--- config.mk ---
export PLATFORM = sky130hd
export DESIGN_NAME = aftt_ram
export DESIGN_NICKNAME = d
export VERILOG_FILES = /design/src/hw/rtl/aftt_ram.sv
export SDC_FILE = /design/constraint.sdc
export NUM_CORES = 1
export LEC_CHECK = 0
export BUFFER_PORTS_ARGS = -buffer_cell sky130_fd_sc_hd__buf_2
export CORE_MARGIN = 8
export CORE_UTILIZATION = 60
export CTS_CLUSTER_SIZE = 10
export DETAILED_ROUTE_END_ITERATION = 8
export HOLD_SLACK_MARGIN = 0.03
export PLACE_DENSITY = 0.76
export SLEW_MARGIN = 25
export SYNTH_ARGS = -nofsm -noshare
export SYNTH_HDL_FRONTEND = slang
export SYNTH_SLANG_ARGS = --single-unit
--- constraint.sdc ---
create_clock -name clk -period 3.3 [get_ports clk]
set_input_delay 0.33 -clock clk [delete_from_list [all_inputs] [get_ports clk]]
set_output_delay 0.33 -clock clk [all_outputs]
set_load 0.05 [all_outputs]
--- src/hw/rtl/aftt_ram.sv ---
module aftt_ram #(
	parameter int unsigned WIDTH = 8,
	parameter int unsigned DEPTH = 32
) (
	input  logic                                        clk,
	input  logic                                        we,
	input  logic [((DEPTH > 1) ? $clog2(DEPTH) : 1)-1:0] waddr,
	input  logic [WIDTH-1:0]                            wdata,
	input  logic                                        re,
	input  logic [((DEPTH > 1) ? $clog2(DEPTH) : 1)-1:0] raddr,
	output logic [WIDTH-1:0]                            rdata
);

	logic [WIDTH-1:0] mem [DEPTH];

	always_ff @(posedge clk) begin
		if (we) begin
			mem[waddr] <= wdata;
		end
		if (re) begin
			rdata <= mem[raddr];
		end
	end

endmodule

## Word-level counts from Yosys, hierarchy flattened

Memories as Yosys holds them, arrays and structs flattened. A register that Yosys moved wholly into a read port is not among the register bits.
Cells that the tools add are included.

- Register bits after elaboration: 0
- Memory bits (writable): 256
- Input bits: 21
- Output and inout bits: 8
- Word-level logic and storage cells: 3
- Memories: 1

- Multiplexer cells: 2

Memory list:

| memory | words | bits a word | read ports | clocked after memory_dff | write ports | line | RTL |
|---|---|---|---|---|---|---|---|
| mem | 32 | 8 | 1 | 1 | 1 | 14 | `logic [WIDTH-1:0] mem [DEPTH];` |

Operators by type and width:

| kind | number |
|---|---|
| two-way mux 1 bit | 2 |

## Longest topological paths before layout

- Depth after elaboration: 2
- Gate-level depth with buffers: 5

## Worst setup path before layout

Ideal clock, no wire load.

- Path type: input -> register
- Start: in raddr[2] in the netlist's numbering
- End: reg rdata[0] (read register of mem), data pin
- Library setup time: 0.260 ns
- Data arrival time: 2.012 ns
- Setup slack: 1.028 ns
- Stages: 5
- Path buffers: 2
- Path through: clkbuf_1 clkbuf_1 mux4_2 mux4_2 mux2_2

RTL lines:

| what | line | RTL |
|---|---|---|
| from (decl) | 10 | `input logic [((DEPTH > 1) ? $clog2(DEPTH) : 1)-1:0] raddr,` |
| to (decl) | 11 | `output logic [WIDTH-1:0] rdata` |

==> results.ini <==
[status]
status = finished clean

[power_and_ir_drop]
powerDensity_nw_per_um2 = 613
ir_worst_vdd_uv = 447
leakagePower_uw = 0.00351

[final_layout]
nets = 483
post_route_cells_drive_above_1_share_pct = 33.8
antenna_cells = 0
final_cells = 682
fin_area_um2 = 11300
area_growth_pct = 11.6

[drt]
totalWireLength_mm = 20.3
wl_met1_mm = 8.50
drc = 0
postRouteAntennaNets = 0
wire_per_inst_um = 29.8
wl_met3_mm = 2.20
via_count = 4555
met2_length_mm = 9.38
topRoutingLayerUsed = met4
first_iter_violations = 508
routed_via_density = 6.68
dr.pass1.iters = 5

[synthesis]
yosysTopAreaCell = edfxtp_1
synth_top_area_share_pct = 78.2
synth_cell_types = 14
yosysMostFrequentCell = edfxtp_1
synth_seq_cells = 264
async_reset_ff_share_pct = 0
ys_top_cells_by_area = edfxtp_1, mux4_2, nor2_1, mux2_2, buf_4
seq_area_frac_synth_pct = 78.2
synth_edf_count = 264
synth_warnings = 0
yosys-top-cells-count = edfxtp_1, mux4_2, nor2_1
synth_nets = 438
syn_area_per_cell_um2 = 24.3
synth_flop_cell = edfxtp_1
syn-instance-count = 417
syn_area_um2 = 10100

[timing]
post-route-min-period_ns = 1.99
period_share_pct = 60.5
tightestPinTransition_ns = 0.974
setup_ws_ns = 1.31
max_freq_ghz = 0.501
tns_ns = 0
final_hold_viol_count = 0
rsz0062_at_grt = false
fin_skew_ns = 0.00904
setup_violations = 0
drv_slew = 0
relSlewSlack_pct = 34.8

[cts]
clkSlewWorstSetupHoldPaths_ns = 0.06
clock-sinks = 264
cts_tree = yes
cts_buffers = 30
clkLatencyLatePin_ns = 0.53
clock-root-buffer = clkbuf_16
hold_buffers = 0
cts_setup_buffers = 0
clockBufferDepth = 3
cts.htree.levels = 1
cts-resized-gates = 0

[global_routing]
grt_max_degree = 65
grt_pass1_vias = 4741
grt_overflow_total = 0
grt_pass1_wl_mm = 31.1
antenna_found_initial = 0
grt_use_total_pct = 19.6

[critical_path]
cp.arrival_ns = 2.27
r2r_slack_ns = 1.34
rr_endpoint = rdata[5]$_DFFE_PP_
critPathLaunchType = input pin
crit_path_max_fanout = 15
max_stage_delay_ns = 0.56
required_ns = 3.58
ff2ff_path_depth = 3
worstPathCellList = buf_4, buf_4, mux4_2, mux4_2, mux2_2
endpoint_kind = flop
cpMaxStageDelayCell = mux4_2
r2r_start = mem[13][5]$_DFFE_PP_
crit_type = in -> reg

[floorplan]
fp-row-count = 47
start_util_pct = 61.3
core_area_um2 = 16500
dieArea_um2 = 21300
boundaryPins = 29
die_w_um = 146
die_h_um = 146

[hold_path]
holdPathEnd = rdata[6]$_DFFE_PP_
min_from = re
min_path_type = in -> reg
hold_depth = 1

[flow_run]
max_cap_viol_count = 0

[placement]
globalplace.congestion = 0.768
dpl.hpwl_mm = 12.3
port_buffers = 28
placed_area_um2 = 10500
dp.cells = 650
dp_slack_ns = 0.730

## flip-flops by register name, summed over array words and instances, names as in the netlist
name,count
mem,256
rdata,8
## power by group
group          total, uW  leakage (uW)  switching (uW)  internal, uW
clock network       2790      0.000386            1160          1630
logic                377      0.000742             226           151
registers           3760       0.00238            16.9          3750
## layout make-up
| type | instances | area (um2) |
|---|---|---|
| multi-input cells | 133 | 2100 |
| flip-flops and latches | 264 | 7930 |
| fillers | 956 | 5220 |
| well taps | 220 | 275 |
| repair buffers | 33 | 218 |
| clock inverters | 1 | 8.76 |
| clock buffers | 31 | 776 |
## placed cells by master, fill, tap and decap left out, drive strengths merged
cell type  synthesis  routed
buf               14      33
or3                1       1
nand3b             5       5
clkinv             0       1
clkbuf             6      31
nor2              33      33
or3b               3       3
nand2              1       1
mux4              80      80
nand3              2       2
mux2               8       8
edfxtp           264     264
## how the worst max path moves through the flow
| stage | start | endpoint | slack [ns] | cells past startpoint |
|---|---|---|---|---|
| finish | raddr[0] | rdata[5]$_DFFE_PP_ | 1.31 | 5 |
| CTS | raddr[0] | rdata[2]$_DFFE_PP_ | 1.30 | 5 |
| global placement | raddr[0] | rdata[3]$_DFFE_PP_ | 0.76 | 5 |
| detailed placement | raddr[0] | rdata[7]$_DFFE_PP_ | 0.73 | 5 |
| global route | raddr[0] | rdata[5]$_DFFE_PP_ | 1.23 | 5 |
| floorplan | raddr[2] | rdata[0]$_DFFE_PP_ | 1.03 | 5 |
## through the flow
step	total power [uW]	hold WS [ns]	util, %
floorplan	4060	0.429	-
global placement	4190	0.720	63.7
detailed placement	4210	0.712	63.7
CTS	6960	0.158	68.4
global route	7100	0.173	68.4
finish	6930	0.177	68.4
## critical path, delay by kind of cell
family | cells | cell delay, ns
multiplexers | 3 | 1.39
buffers and inverters | 2 | 0.55
## metal layers
layer  vias up  GRT usage, %
li1       1861             -
met1      2384          29.6
met2       289          28.9
met3        21          4.42
met4         0          4.27
met5         -             0
## cell families after synthesis
logic type / after synthesis / synth area share, %
and+or+nand+nor: 45 / 2.05
buffers and inverters: 20 / 1.05
DFF: 264 / 78.2
muxes: 88 / 18.7
(Power assumes the default switching activity.)
